===== config.mk =====
export PLATFORM = sky130hd
export DESIGN_NAME = virtual_spring_mass_damper_world_unit_flat
export DESIGN_NICKNAME = d
export VERILOG_FILES = /design/src/rtl/vsmd_pkg.sv /design/src/rtl/vsmd_in_if.sv /design/src/rtl/vsmd_out_if.sv /design/src/rtl/vsmd_mul.sv /design/src/rtl/virtual_spring_mass_damper_world_unit.sv /design/src/flat_wrapper.sv
export VERILOG_INCLUDE_DIRS = /design/src /design/src/rtl
export SDC_FILE = /design/constraint.sdc
export NUM_CORES = 1
export LEC_CHECK = 0
export BUFFER_PORTS_ARGS = -buffer_cell sky130_fd_sc_hd__buf_2
export CORE_ASPECT_RATIO = 0.7
export CORE_MARGIN = 10
export CORE_UTILIZATION = 60
export DETAILED_ROUTE_END_ITERATION = 8
export GPL_TIMING_DRIVEN = 0
export PLACE_DENSITY = 0.89
export SLEW_MARGIN = 20
export SYNTH_ARGS = -nofsm -noshare
export SYNTH_HDL_FRONTEND = slang
export SYNTH_SLANG_ARGS = --single-unit

===== constraint.sdc =====
create_clock -name clk -period 13.2 [get_ports clk]
set_input_delay 1.32 -clock clk [delete_from_list [all_inputs] [get_ports clk]]
set_output_delay 1.32 -clock clk [all_outputs]
set_load 0.02 [all_outputs]

===== src/rtl/virtual_spring_mass_damper_world_unit_defines.svh =====
// Assertion helpers shared by the RTL; every module using them has clk and arst_n.
`ifndef VIRTUAL_SPRING_MASS_DAMPER_WORLD_UNIT_DEFINES_SVH
`define VIRTUAL_SPRING_MASS_DAMPER_WORLD_UNIT_DEFINES_SVH

// Property that must hold at every clock edge out of reset.
`define VSMD_ASSERT(lbl, prop, msg) \
	lbl: assert property (@(posedge clk) disable iff (!arst_n) (prop)) else $error(msg);

// Consequent that must hold in the cycle after the antecedent.
`define VSMD_ASSERT_NEXT(lbl, ante, cons, msg) \
	lbl: assert property (@(posedge clk) disable iff (!arst_n) (ante) |=> (cons)) \
		else $error(msg);

`endif


===== src/rtl/vsmd_pkg.sv =====
package vsmd_pkg;

	// default state word width
	localparam int DEF_WORD_WIDTH = 32;

	// coefficient registers are fixed 32-bit words, consumed two bits a cycle
	localparam int COEF_W     = 32;
	localparam int DIGIT_W    = 2;
	localparam int NUM_DIGITS = COEF_W / DIGIT_W;
	localparam int CNT_W      = $clog2(NUM_DIGITS);

	localparam int IO_W      = 32;
	localparam int CFG_IDX_W = 2;

	localparam logic signed [IO_W-1:0] OUT_MAX = 32'sh7FFF_FFFF;

	// register reset values
	localparam logic [COEF_W-1:0] RST_STIFFNESS      = 32'd1159987;
	localparam logic [COEF_W-1:0] RST_DAMPING        = 32'd1160;
	localparam logic [COEF_W-1:0] RST_STEP_OVER_MASS = 32'd9544371;
	localparam logic [COEF_W-1:0] RST_STEP_PERIOD    = 32'd4294967;

	typedef enum logic [CFG_IDX_W-1:0] {
		CFG_STIFFNESS      = 2'd0,
		CFG_DAMPING        = 2'd1,
		CFG_STEP_OVER_MASS = 2'd2,
		CFG_STEP_PERIOD    = 2'd3
	} cfg_idx_t;

	typedef enum logic [2:0] {
		ST_IDLE,
		ST_SPRING,
		ST_DAMP,
		ST_POS,
		ST_VEL,
		ST_TSPRING,
		ST_TDAMP,
		ST_EMIT
	} state_t;

	// multiplier control and status
	typedef struct packed {
		logic start;
		logic frac32;
	} mul_ctl_t;

	typedef struct packed {
		logic done;
		logic clip;
	} mul_sts_t;

endpackage


===== src/rtl/vsmd_in_if.sv =====
interface vsmd_in_if;
	logic              valid;
	logic              ready;
	logic signed [31:0] wheel_angle;
	logic signed [31:0] wheel_velocity;

	modport source (output valid, output wheel_angle, output wheel_velocity, input ready);
	modport sink   (input valid, input wheel_angle, input wheel_velocity, output ready);
endinterface


===== src/rtl/vsmd_out_if.sv =====
interface vsmd_out_if;
	logic              valid;
	logic              ready;
	logic signed [31:0] torque;
	logic              saturated;

	modport source (output valid, output torque, output saturated, input ready);
	modport sink   (input valid, input torque, input saturated, output ready);
endinterface


===== src/rtl/vsmd_mul.sv =====
`include "virtual_spring_mass_damper_world_unit_defines.svh"

// Sign-magnitude multiplier, two coefficient bits per cycle, with truncation
// of 16 or 32 fraction bits and saturation to a signed word.
module vsmd_mul #(
	parameter int WORD_WIDTH = vsmd_pkg::DEF_WORD_WIDTH,
	parameter int OPND_WIDTH = vsmd_pkg::DEF_WORD_WIDTH + 1
) (
	input  logic                          clk,
	input  logic                          arst_n,
	input  vsmd_pkg::mul_ctl_t            ctl,
	input  logic signed [OPND_WIDTH-1:0]  opnd,
	input  logic [vsmd_pkg::COEF_W-1:0]   coef,
	output vsmd_pkg::mul_sts_t            sts,
	output logic signed [WORD_WIDTH-1:0]  res
);
	import vsmd_pkg::*;

	localparam int DW = OPND_WIDTH;
	localparam int W  = WORD_WIDTH;
	localparam int RW = DW + COEF_W / 2;

	logic              busy_q, fin_q, done_q, clip_q, neg_q, frac32_q;
	logic [CNT_W-1:0]  cnt_q;
	logic [DW-1:0]     mag_q, hi_q;
	logic [DW+1:0]     mag3_q;
	logic [COEF_W-1:0] lo_q;
	logic signed [W-1:0] res_q;

	logic [DW-1:0]   mag_in;
	logic [DW+1:0]   addend, psum;
	logic [RW-1:0]   rsel, lim_ext;
	logic [W-1:0]    lim_w, rc;
	logic            over;

	// magnitude of the incoming operand
	assign mag_in = opnd[DW-1] ? (~opnd + 1'b1) : opnd;

	// one digit of shift-add
	always_comb begin
		case (lo_q[DIGIT_W-1:0])
			2'd0:    addend = '0;
			2'd1:    addend = {2'b00, mag_q};
			2'd2:    addend = {1'b0, mag_q, 1'b0};
			2'd3:    addend = mag3_q;
			default: addend = '0;
		endcase
		psum = {2'b00, hi_q} + addend;
	end

	// fraction drop, clip against the word limit, restore sign
	always_comb begin
		rsel    = frac32_q ? {{(COEF_W/2){1'b0}}, hi_q} : {hi_q, lo_q[COEF_W-1:COEF_W/2]};
		lim_w   = neg_q ? {1'b1, {(W-1){1'b0}}} : {1'b0, {(W-1){1'b1}}};
		lim_ext = {{(RW-W){1'b0}}, lim_w};
		over    = rsel > lim_ext;
		rc      = over ? lim_w : rsel[W-1:0];
	end

	// sequencing flags
	always_ff @(posedge clk or negedge arst_n) begin
		if (!arst_n) begin
			busy_q <= 1'b0;
			fin_q  <= 1'b0;
			done_q <= 1'b0;
			cnt_q  <= '0;
		end else begin
			done_q <= fin_q;
			fin_q  <= 1'b0;
			if (ctl.start) begin
				busy_q <= 1'b1;
				cnt_q  <= '0;
			end else if (busy_q) begin
				cnt_q <= cnt_q + 1'b1;
				if (cnt_q == CNT_W'(NUM_DIGITS - 1)) begin
					busy_q <= 1'b0;
					fin_q  <= 1'b1;
					cnt_q  <= '0;
				end
			end
		end
	end

	// datapath
	always_ff @(posedge clk) begin
		if (ctl.start) begin
			neg_q    <= opnd[DW-1];
			frac32_q <= ctl.frac32;
			mag_q    <= mag_in;
			mag3_q   <= {2'b00, mag_in} + {1'b0, mag_in, 1'b0};
			hi_q     <= '0;
			lo_q     <= coef;
		end else if (busy_q) begin
			hi_q <= psum[DW+1:DIGIT_W];
			lo_q <= {psum[DIGIT_W-1:0], lo_q[COEF_W-1:DIGIT_W]};
		end
		if (fin_q) begin
			res_q  <= neg_q ? -rc : rc;
			clip_q <= over;
		end
	end

	assign sts.done = done_q;
	assign sts.clip = clip_q;
	assign res      = res_q;

	`VSMD_ASSERT(a_start_idle, !ctl.start || (!busy_q && !fin_q), "start while multiplying")
	`VSMD_ASSERT(a_hi_bound, !busy_q || (hi_q <= mag_q), "partial sum exceeds magnitude")
	`VSMD_ASSERT(a_clip_lim, !(sts.done && sts.clip) || res == {1'b0, {(W-1){1'b1}}} || res == {1'b1, {(W-1){1'b0}}}, "clipped result off the limit")
	`VSMD_ASSERT(a_cnt_idle, busy_q || cnt_q == '0, "digit count not parked")

endmodule


===== src/rtl/virtual_spring_mass_damper_world_unit.sv =====
// Haptic spring-mass-damper world: each request (wheel angle and velocity, Q16.16)
// advances a virtual mass by one forward-Euler step and returns one torque command
// with a flag that is set if any intermediate, state or output value was clipped.
// Each item runs six products one after another on a single shared multiplier that
// consumes two coefficient bits per cycle, and a new request is taken only after the
// result of the last one has been posted. A finished result waits in the output
// register while the next request is taken. Configuration writes take effect at once;
// the user must make them only while the block is idle, which the block itself does
// not enforce.
`include "virtual_spring_mass_damper_world_unit_defines.svh"

module virtual_spring_mass_damper_world_unit #(
	parameter int WORD_WIDTH = vsmd_pkg::DEF_WORD_WIDTH
) (
	input  logic                              clk,
	input  logic                              arst_n,
	input  logic                              cfg_wr_en,
	input  logic [vsmd_pkg::CFG_IDX_W-1:0]    cfg_index,
	input  logic [vsmd_pkg::COEF_W-1:0]       cfg_data,
	vsmd_in_if.sink                           sample,
	vsmd_out_if.source                        drive
);
	import vsmd_pkg::*;

	localparam int W  = WORD_WIDTH;
	localparam int DW = ((W > IO_W) ? W : IO_W) + 1;

	localparam logic signed [DW-1:0] TRQ_MAX = DW'(OUT_MAX);
	localparam logic signed [DW-1:0] TRQ_MIN = ~TRQ_MAX;
	localparam logic signed [W-1:0]  WMAX    = {1'b0, {(W-1){1'b1}}};
	localparam logic signed [W-1:0]  WMIN    = {1'b1, {(W-1){1'b0}}};

	state_t state_q, state_d;

	logic [COEF_W-1:0] stiff_q, damp_q, tjm_q, tper_q;

	logic signed [IO_W-1:0] ang_q, vin_q;
	logic signed [W-1:0]    pos_q, vel_q, term_q, force_q, newp_q, newv_q, trq_q;
	logic                   clip_q, wait_q, out_vld_q, out_sat_q;
	logic signed [IO_W-1:0] out_trq_q;

	mul_ctl_t             mctl;
	mul_sts_t             msts;
	logic signed [DW-1:0] mopnd, opa, opb;
	logic [COEF_W-1:0]    mcoef;
	logic signed [W-1:0]  mres;

	logic signed [W-1:0]  add_a, sat_sum;
	logic signed [W:0]    add_sum;
	logic                 add_ovf;

	logic signed [DW-1:0]   trq_ext;
	logic signed [IO_W-1:0] trq_out;
	logic                   trq_clip, emit, accept;

	assign accept       = sample.valid && sample.ready;
	assign sample.ready = (state_q == ST_IDLE);
	assign emit         = (state_q == ST_EMIT) && (!out_vld_q || drive.ready);

	// configuration registers
	always_ff @(posedge clk or negedge arst_n) begin
		if (!arst_n) begin
			stiff_q <= RST_STIFFNESS;
			damp_q  <= RST_DAMPING;
			tjm_q   <= RST_STEP_OVER_MASS;
			tper_q  <= RST_STEP_PERIOD;
		end else if (cfg_wr_en) begin
			case (cfg_idx_t'(cfg_index))
				CFG_STIFFNESS:      stiff_q <= cfg_data;
				CFG_DAMPING:        damp_q  <= cfg_data;
				CFG_STEP_OVER_MASS: tjm_q   <= cfg_data;
				CFG_STEP_PERIOD:    tper_q  <= cfg_data;
				default: ;
			endcase
		end
	end

	// sequencer: next state, multiplier request and operand selection
	always_comb begin
		state_d     = state_q;
		mctl.start  = 1'b0;
		mctl.frac32 = 1'b0;
		opa         = '0;
		opb         = '0;
		mcoef       = stiff_q;
		add_a       = term_q;
		case (state_q)
			ST_IDLE: begin
				if (accept) state_d = ST_SPRING;
			end
			ST_SPRING: begin
				opa   = DW'(ang_q);
				opb   = DW'(pos_q);
				mcoef = stiff_q;
				if (msts.done) state_d = ST_DAMP;
			end
			ST_DAMP: begin
				opa   = DW'(vin_q);
				opb   = DW'(vel_q);
				mcoef = damp_q;
				add_a = term_q;
				if (msts.done) state_d = ST_POS;
			end
			ST_POS: begin
				opa         = DW'(vel_q);
				mcoef       = tper_q;
				mctl.frac32 = 1'b1;
				add_a       = pos_q;
				if (msts.done) state_d = ST_VEL;
			end
			ST_VEL: begin
				opa         = DW'(force_q);
				mcoef       = tjm_q;
				mctl.frac32 = 1'b1;
				add_a       = vel_q;
				if (msts.done) state_d = ST_TSPRING;
			end
			ST_TSPRING: begin
				opa   = DW'(newp_q);
				opb   = DW'(ang_q);
				mcoef = stiff_q;
				if (msts.done) state_d = ST_TDAMP;
			end
			ST_TDAMP: begin
				opa   = DW'(newv_q);
				opb   = DW'(vin_q);
				mcoef = damp_q;
				add_a = term_q;
				if (msts.done) state_d = ST_EMIT;
			end
			ST_EMIT: begin
				if (emit) state_d = ST_IDLE;
			end
			default: state_d = ST_IDLE;
		endcase
		if (state_q != ST_IDLE && state_q != ST_EMIT) mctl.start = !wait_q;
	end

	assign mopnd = opa - opb;

	always_ff @(posedge clk or negedge arst_n) begin
		if (!arst_n) state_q <= ST_IDLE;
		else         state_q <= state_d;
	end

	vsmd_mul #(
		.WORD_WIDTH (W),
		.OPND_WIDTH (DW)
	) u_mul (
		.clk    (clk),
		.arst_n (arst_n),
		.ctl    (mctl),
		.opnd   (mopnd),
		.coef   (mcoef),
		.sts    (msts),
		.res    (mres)
	);

	// shared saturating adder
	assign add_sum = {add_a[W-1], add_a} + {mres[W-1], mres};
	assign add_ovf = add_sum[W] ^ add_sum[W-1];
	assign sat_sum = add_ovf ? (add_sum[W] ? WMIN : WMAX) : add_sum[W-1:0];

	// final clip to the 32-bit output range
	assign trq_ext  = DW'(trq_q);
	assign trq_clip = (trq_ext > TRQ_MAX) || (trq_ext < TRQ_MIN);
	assign trq_out  = (trq_ext > TRQ_MAX) ? OUT_MAX :
	                  (trq_ext < TRQ_MIN) ? ~OUT_MAX : trq_ext[IO_W-1:0];

	// control registers
	always_ff @(posedge clk or negedge arst_n) begin
		if (!arst_n) begin
			wait_q    <= 1'b0;
			out_vld_q <= 1'b0;
			pos_q     <= '0;
			vel_q     <= '0;
		end else begin
			if (mctl.start)     wait_q <= 1'b1;
			else if (msts.done) wait_q <= 1'b0;
			if (emit) begin
				out_vld_q <= 1'b1;
				pos_q     <= newp_q;
				vel_q     <= newv_q;
			end else if (drive.ready) begin
				out_vld_q <= 1'b0;
			end
		end
	end

	// working values and result
	always_ff @(posedge clk) begin
		if (accept) begin
			ang_q  <= sample.wheel_angle;
			vin_q  <= sample.wheel_velocity;
			clip_q <= 1'b0;
		end
		if (msts.done) begin
			clip_q <= clip_q | msts.clip | ((state_q != ST_SPRING && state_q != ST_TSPRING) && add_ovf);
			case (state_q)
				ST_SPRING:  term_q  <= mres;
				ST_DAMP:    force_q <= sat_sum;
				ST_POS:     newp_q  <= sat_sum;
				ST_VEL:     newv_q  <= sat_sum;
				ST_TSPRING: term_q  <= mres;
				ST_TDAMP:   trq_q   <= sat_sum;
				default: ;
			endcase
		end
		if (emit) begin
			out_trq_q <= trq_out;
			out_sat_q <= clip_q | trq_clip;
		end
	end

	assign drive.valid     = out_vld_q;
	assign drive.torque    = out_trq_q;
	assign drive.saturated = out_sat_q;

	`VSMD_ASSERT(a_done_in_mul, !msts.done || (state_q == ST_SPRING || state_q == ST_DAMP || state_q == ST_POS || state_q == ST_VEL || state_q == ST_TSPRING || state_q == ST_TDAMP), "product outside a multiply state")
	`VSMD_ASSERT_NEXT(a_emit_valid, emit, drive.valid, "result not posted after emit")
	`VSMD_ASSERT_NEXT(a_one_start, mctl.start, !mctl.start, "back-to-back multiplier starts")

endmodule


===== src/flat_wrapper.sv =====
// flat-port wrapper written by rule: the top's interface ports become plain ports
module virtual_spring_mass_damper_world_unit_flat import vsmd_pkg::*;
#(
	parameter int WORD_WIDTH = vsmd_pkg::DEF_WORD_WIDTH
)
  (clk, arst_n, cfg_wr_en, cfg_index, cfg_data, sample_valid, sample_wheel_angle, sample_wheel_velocity, sample_ready, drive_valid, drive_torque, drive_saturated, drive_ready);
  vsmd_in_if sample_i ();
  vsmd_out_if drive_i ();
  input  logic clk;
  input  logic arst_n;
  input  logic cfg_wr_en;
  input  logic [vsmd_pkg::CFG_IDX_W-1:0] cfg_index;
  input  logic [vsmd_pkg::COEF_W-1:0] cfg_data;
  input wire logic [$bits(sample_i.valid)-1:0] sample_valid;
  input wire logic [$bits(sample_i.wheel_angle)-1:0] sample_wheel_angle;
  input wire logic [$bits(sample_i.wheel_velocity)-1:0] sample_wheel_velocity;
  output wire logic [$bits(sample_i.ready)-1:0] sample_ready;
  output wire logic [$bits(drive_i.valid)-1:0] drive_valid;
  output wire logic [$bits(drive_i.torque)-1:0] drive_torque;
  output wire logic [$bits(drive_i.saturated)-1:0] drive_saturated;
  input wire logic [$bits(drive_i.ready)-1:0] drive_ready;
  assign sample_i.valid = sample_valid;
  assign sample_i.wheel_angle = sample_wheel_angle;
  assign sample_i.wheel_velocity = sample_wheel_velocity;
  assign sample_ready = sample_i.ready;
  assign drive_valid = drive_i.valid;
  assign drive_torque = drive_i.torque;
  assign drive_saturated = drive_i.saturated;
  assign drive_i.ready = drive_ready;
  virtual_spring_mass_damper_world_unit #(.WORD_WIDTH(WORD_WIDTH)) u_core (.clk(clk), .arst_n(arst_n), .cfg_wr_en(cfg_wr_en), .cfg_index(cfg_index), .cfg_data(cfg_data), .sample(sample_i), .drive(drive_i));
endmodule

### Yosys cells after proc, flatten, opt, wreduce, memory -nomap -nowiden

Cells that the tools add are included.

* bits of input ports: 103
* word-level logic and storage cells: 142
* register bits: 630

* $lt $le $gt $ge: 3
* multiplexer cells: 41
* equality and inequality tests: 25
* add/subtract/negate cells: 7
* reductions and logical operators: 30
* bitwise operators: 5

Operator list (number)
* $mux 32: 8
* $pmux 33 s6: 1
* $pmux 35 s4: 1
* $pmux 33 s4: 1
* $pmux 32 s3: 1
* $pmux 32 s2: 1
* $gt 49x32->1: 1
* $mux 49: 1
* $add 33x34->35: 1
* $add 33x35->35: 1
* $add 32x32->33: 1
* $add 33x1->33 const B: 1
* $mux 33: 1
* $not 33->33: 1
* $sub 33x33->33: 1
* $gt 32x32->1 const B: 1
* $lt 32x32->1 const B: 1
* $neg 32->32: 1
* $mux 3: 8
* $pmux 3 s8: 1
* $reduce_and 2->1: 9
* $mux 1: 14
* $ne 2x2->1 const B: 7
* $eq 3x3->1 const B: 4
* 21 further kinds: 43

### Longest topological paths before layout

* word-level depth: 7
* gate-level depth with buffers: 36

### Hierarchy

Synthesis repeated with hierarchy kept, for this count alone.

* cells, all modules: 3067
* area, all modules: 34694.5 µm²

By module, submodules not included
* virtual_spring_mass_damper_world_unit: times used 1, cells each 1744, area an instance 21778.4 µm², sequential area each 12721.0 µm²
* vsmd_mul: times used 1, cells each 1323, area an instance 12916.1 µm², sequential area each 4859.7 µm²

### Least setup slack after synthesis

No wires, ideal clock.

* path type: reg2reg
* start: register u_core.state_q[2]
* end: register u_core.u_mul.mag3_q[33] (data pin)
* clock period less this slack: 8.515 ns
* setup time: 0.260 ns
* data arrival time: 8.255 ns
* data required time: 12.940 ns
* cell stages (with the launch flop): 32
* slack: 4.685 ns
* path buffers: 5
* cell sequence: dfrtp_1 -> clkbuf_1 -> buf_1 -> buf_1 -> mux2i_1 -> o22a_1 -> fa_1 -> a211o_1 -> a21o_1 -> o21ai_0 -> o21ai_0 -> a21oi_1 -> o21bai_1 -> inv_1 -> clkbuf_1 -> clkbuf_1 -> o21ai_0 -> ha_1 -> fa_1 -> a21o_1 -> a21oi_1 -> o211ai_1 -> a2111oi_0 -> o31ai_1 -> a21o_1 -> a21o_1 -> or4_1 -> a2111o_1 -> a31o_2 -> a221o_1 -> a21oi_2 -> xnor2_1

* elaborated cells between the ends (all ways): 13
* classes of those cells: add/sub (3); eq/ne (6); mux (3); bitwise (1)

RTL lines
* start: declaration: line virtual_spring_mass_damper_world_unit.sv:33 `state_t state_q, state_d;`
* start signal: assignment: line virtual_spring_mass_damper_world_unit.sv:143 `else state_q <= state_d;`
* $eq 3x3->1 (tied with other cells): line virtual_spring_mass_damper_world_unit.sv:87 `case (state_q)`
* $pmux 33 s6 or $pmux 33 s4 (tied branches): line virtual_spring_mass_damper_world_unit.sv:87
* $sub 33x33->33 *: line virtual_spring_mass_damper_world_unit.sv:139 `assign mopnd = opa - opb;`
* net u_core.mopnd[32]: line virtual_spring_mass_damper_world_unit.sv:44 `logic signed [DW-1:0] mopnd, opa, opb;`
* $mux 33 *: line vsmd_mul.sv:37 `assign mag_in = opnd[DW-1] ? (~opnd + 1'b1) : opnd;`
* net u_core.u_mul.mag_in[1]: line vsmd_mul.sv:30 `logic [DW-1:0] mag_in;`
* $add 33x34->35 *: line vsmd_mul.sv:90 `mag3_q <= {2'b00, mag_in} + {1'b0, mag_in, 1'b0};`
* end signal: assignment: line vsmd_mul.sv:90
* end: declaration: line vsmd_mul.sv:26 `logic [DW+1:0] mag3_q;`

Mark *: on every way through the listed nets, which the timed path passes. The rest lies on a longest branch.
A chain may end at the register's enable or synchronous reset.

### Final worst setup path

* start: register u_core.state_q[0]
* end: register u_core.u_mul.mag3_q[33] (data pin)

Same word-level chain as after synthesis.

==> metrics.yaml <==
sta:
  setup_violations: 0
  timing.fmax_mhz: 78.0
  worst_pin_slew_ns: 1.26
  clock_skew_ns: 0.0448
  timing.slew.headroom: 0.153
  final_min_period_over_clock_period: 0.971
  finalHoldViolCount: 0
  slew_violations: 0
  finalCriticalPeriod_ns: 12.82
  rsz0062_at_grt: "no"
  final.setup.tns_ns: 0
clock_network:
  post_cts_setup_driven_buffer_insertion_count: 0
  clock_tree.root_cell: "sky130_fd_sc_hd__clkbuf_16"
  insertion_delay_ns: 0.66
  clk_pin_slew_worst_paths_ns: 0.07
  h-tree-depth: 2
  tritoncts: "yes"
  clockBufferDepth: 3
  post_cts_resized: 0
  cts_hold_buffers: 0
  tritoncts_num_sinks: 629
  tritoncts.num_buffers: 59
floorplan:
  design.die.area_um2: 67400
  die_y_um: 220
  top_level_ports: 138
  fp.dieW_um: 306
  core_area_um2: 56700
  initial_core_util: 0.606
  placementRows: 73
setup_path:
  timing.critical_path.slowest_cell_delay_ns: 0.77
  cp_class: "flop to flop"
  cp.required_ns: 13.57
  end_kind: "flop"
  critical_path.slowest_cell: "sky130_fd_sc_hd__clkbuf_1"
  crit_arrival_ns: 13.19
  critical_path.startpoint_type: "flop"
  worst-path-max-fanout: 10
global_routing:
  antenna_found_initial: 5
  global_route.overflow_total: 0
  number_of_global_route_vias_before_repair: 26400
  global_route.usage.total: 0.307
  grt_max_degree: 85
  grt_pass1_wl_um: 160000
logic_synthesis:
  synth_area_per_cell_um2: 11.5
  count_of_cell_types_in_the_netlist: 80
  synthesis.yosys.warnings: 0
  netlist.area_leader.share: 0.342
  synth.top_cells.by_count: "392 x sky130_fd_sc_hd__edfxtp_1, 248 x sky130_fd_sc_hd__mux2_2, 194 x sky130_fd_sc_hd__a21oi_1, 169 x sky130_fd_sc_hd__dfrtp_1"
  proportion_of_synthesized_chip_area_in_sequential_cells: 0.511
  synth_area_leaders: "sky130_fd_sc_hd__edfxtp_1 34%, sky130_fd_sc_hd__dfrtp_1 12%, sky130_fd_sc_hd__mux2_2 8.1%"
  synth.ff_latch_count: 629
  mapped_nets: 3261
  synth_edf_count: 392
  post_synth_instance_area_um2: 34400
  synth-main-ff-cell: "sky130_fd_sc_hd__edfxtp_1"
  synth_top_cell_by_area: "sky130_fd_sc_hd__edfxtp_1"
  synth_async_reset_ratio: 0.324
  most_common_cell_in_the_netlist: "sky130_fd_sc_hd__edfxtp_1"
  postSynthCellCount: 2989
routing:
  highest_layer: "met5"
  antenna_violating_nets_post_route: 0
  met3_wirelength_um: 14700
  detail_route.wirelength_um: 107000
  drtPass1Iterations: 7
  via_count: 27400
  routed-wl-met2_um: 45100
  met1_length_um: 41700
  remaining_drc_errors: 0
  initialDrtViolationCount: 4140
  route.detailed.vias_per_inst: 6.85
  route.detailed.wl_per_inst_um: 26.6
place:
  dp_hpwl_um: 77200
  dpl-instance-area_um2: 36400
  finalWeightedCongestion: 1.03
  io_buffer_count: 137
hold_path:
  hold_class: "flop to flop"
cells_and_area:
  finalInstanceArea_um2: 38400
  fin_nets: 3473
  area_growth_pct: 11.6
  finish.utilization: 0.677
  final_layout_size_suffix_gt1_frac: 0.175
flow_run:
  drv_cap: 0
run_status:
  outcome: "complete, no violations"
-- final cells by class --
cell class / instances / area (um^2)
inverters: 79 / 297
fillers: 4059 / 18300
multi-input cells: 2100 / 15800
diodes: 3 / 7.51
clock buffers: 80 / 1690
plain buffers: 181 / 701
well taps: 750 / 938
flip-flops and latches: 629 / 17600
clock inverters: 32 / 342
repair buffers: 151 / 998
-- metal layers --
| metal | track usage | up-vias |
|---|---|---|
| met5 | 0 | - |
| met4 | 0.134 | 4 |
| met3 | 0.0908 | 343 |
| met2 | 0.460 | 1977 |
| met1 | 0.413 | 13300 |
| li1 | - | 11800 |
-- stage by stage --
stage	hold WS, ns	cells	setup slack (ns)
after floorplan	0.433	2989	4.68
after global placement	0.442	3876	0.899
after detailed placement	0.454	3890	1.24
after CTS	0.458	4002	1.05
after global routing	0.478	4004	0.138
final	0.470	4005	0.385
-- cells by family (layout without fill, tap and decap cells) --
family,count (synthesis),in the layout,share of synthesized area
buffers and inverters,260,523,0.0289
adders and majority gates,177,177,0.0647
and+or+nand+nor,550,550,0.0758
muxes,340,340,0.108
xor gates and xnor gates,156,156,0.0397
DFF,629,629,0.511
other,0,3,0
AOI/OAI and AO/OA,877,877,0.172
-- path summary, 6_finish.rpt --
path                                            from                       to  slack [ns]  depth (start not counted)
worst max-delay path               u_core.state_q[0]  u_core.u_mul.mag3_q[33]        0.38                         35
worst min-delay path            u_core.u_mul.res[21]        u_core.term_q[21]        0.47                          0
worst max register to register     u_core.state_q[0]  u_core.u_mul.mag3_q[33]        0.38                         35
worst min register to register  u_core.u_mul.res[21]        u_core.term_q[21]        0.47                          0
max in group asynchronous                     arst_n         u_core.vel_q[14]       11.42                          3
min in group asynchronous                     arst_n        u_core.tper_q[28]        0.56                          1
-- worst max-delay path, delay by kind of cell (launching register included) --
family | cells | cell delay, ns
AOI/OAI and AO/OA | 19 | 6.12
buffers and inverters | 7 | 2.94
adders and majority gates | 4 | 1.57
and+or+nand+nor | 4 | 1.39
DFF | 1 | 0.36
xor gates and xnor gates | 1 | 0.08
-- state kept, by name, indices dropped and copies added (netlist names), 3 cells and up --
register and flops:
u_core.vin_q 32, u_core.newv_q 32, u_core.vel_q 32, u_core.u_mul.mag_q 33, u_core.pos_q 32, u_core.stiff_q 32, u_core.term_q 32, u_core.u_mul.mag3_q 34
u_core.tjm_q 32, u_core.trq_q 32, u_core.force_q 32, u_core.u_mul.hi_q 33, u_core.u_mul.cnt_q 4, u_core.state_q 3, u_core.tper_q 32, u_core.ang_q 32
u_core.newp_q 32, u_core.damp_q 32, u_core.drive.torque 32, u_core.u_mul.res 32, u_core.u_mul.lo_q 32
-- cell usage in the layout (no fill, tap or decap), types with 20 or more instances in the layout --
cell,n
sky130_fd_sc_hd__nand2_1,143
sky130_fd_sc_hd__o21a_1,20
sky130_fd_sc_hd__buf_2,138
sky130_fd_sc_hd__xor2_1,45
sky130_fd_sc_hd__o21ai_0,151
sky130_fd_sc_hd__a21oi_1,194
sky130_fd_sc_hd__dfrtp_1,168
sky130_fd_sc_hd__a211oi_1,20
sky130_fd_sc_hd__a21o_1,89
sky130_fd_sc_hd__a31oi_1,46
sky130_fd_sc_hd__a22o_1,58
sky130_fd_sc_hd__nor2_1,164
sky130_fd_sc_hd__xnor2_1,111
sky130_fd_sc_hd__a221oi_1,40
sky130_fd_sc_hd__clkbuf_16,60
sky130_fd_sc_hd__ha_1,165
sky130_fd_sc_hd__dfstp_2,35
sky130_fd_sc_hd__a22oi_1,137
sky130_fd_sc_hd__dfxtp_1,33
sky130_fd_sc_hd__clkbuf_1,166
sky130_fd_sc_hd__edfxtp_1,392
sky130_fd_sc_hd__nor3_1,34
sky130_fd_sc_hd__mux2i_1,92
sky130_fd_sc_hd__inv_1,75
sky130_fd_sc_hd__mux2_2,248
sky130_fd_sc_hd__nand3_1,61
sky130_fd_sc_hd__nand2b_1,23
Power is not shown: default switching activity piles up to over one toggle a cycle in this logic, so the estimate is an artifact.
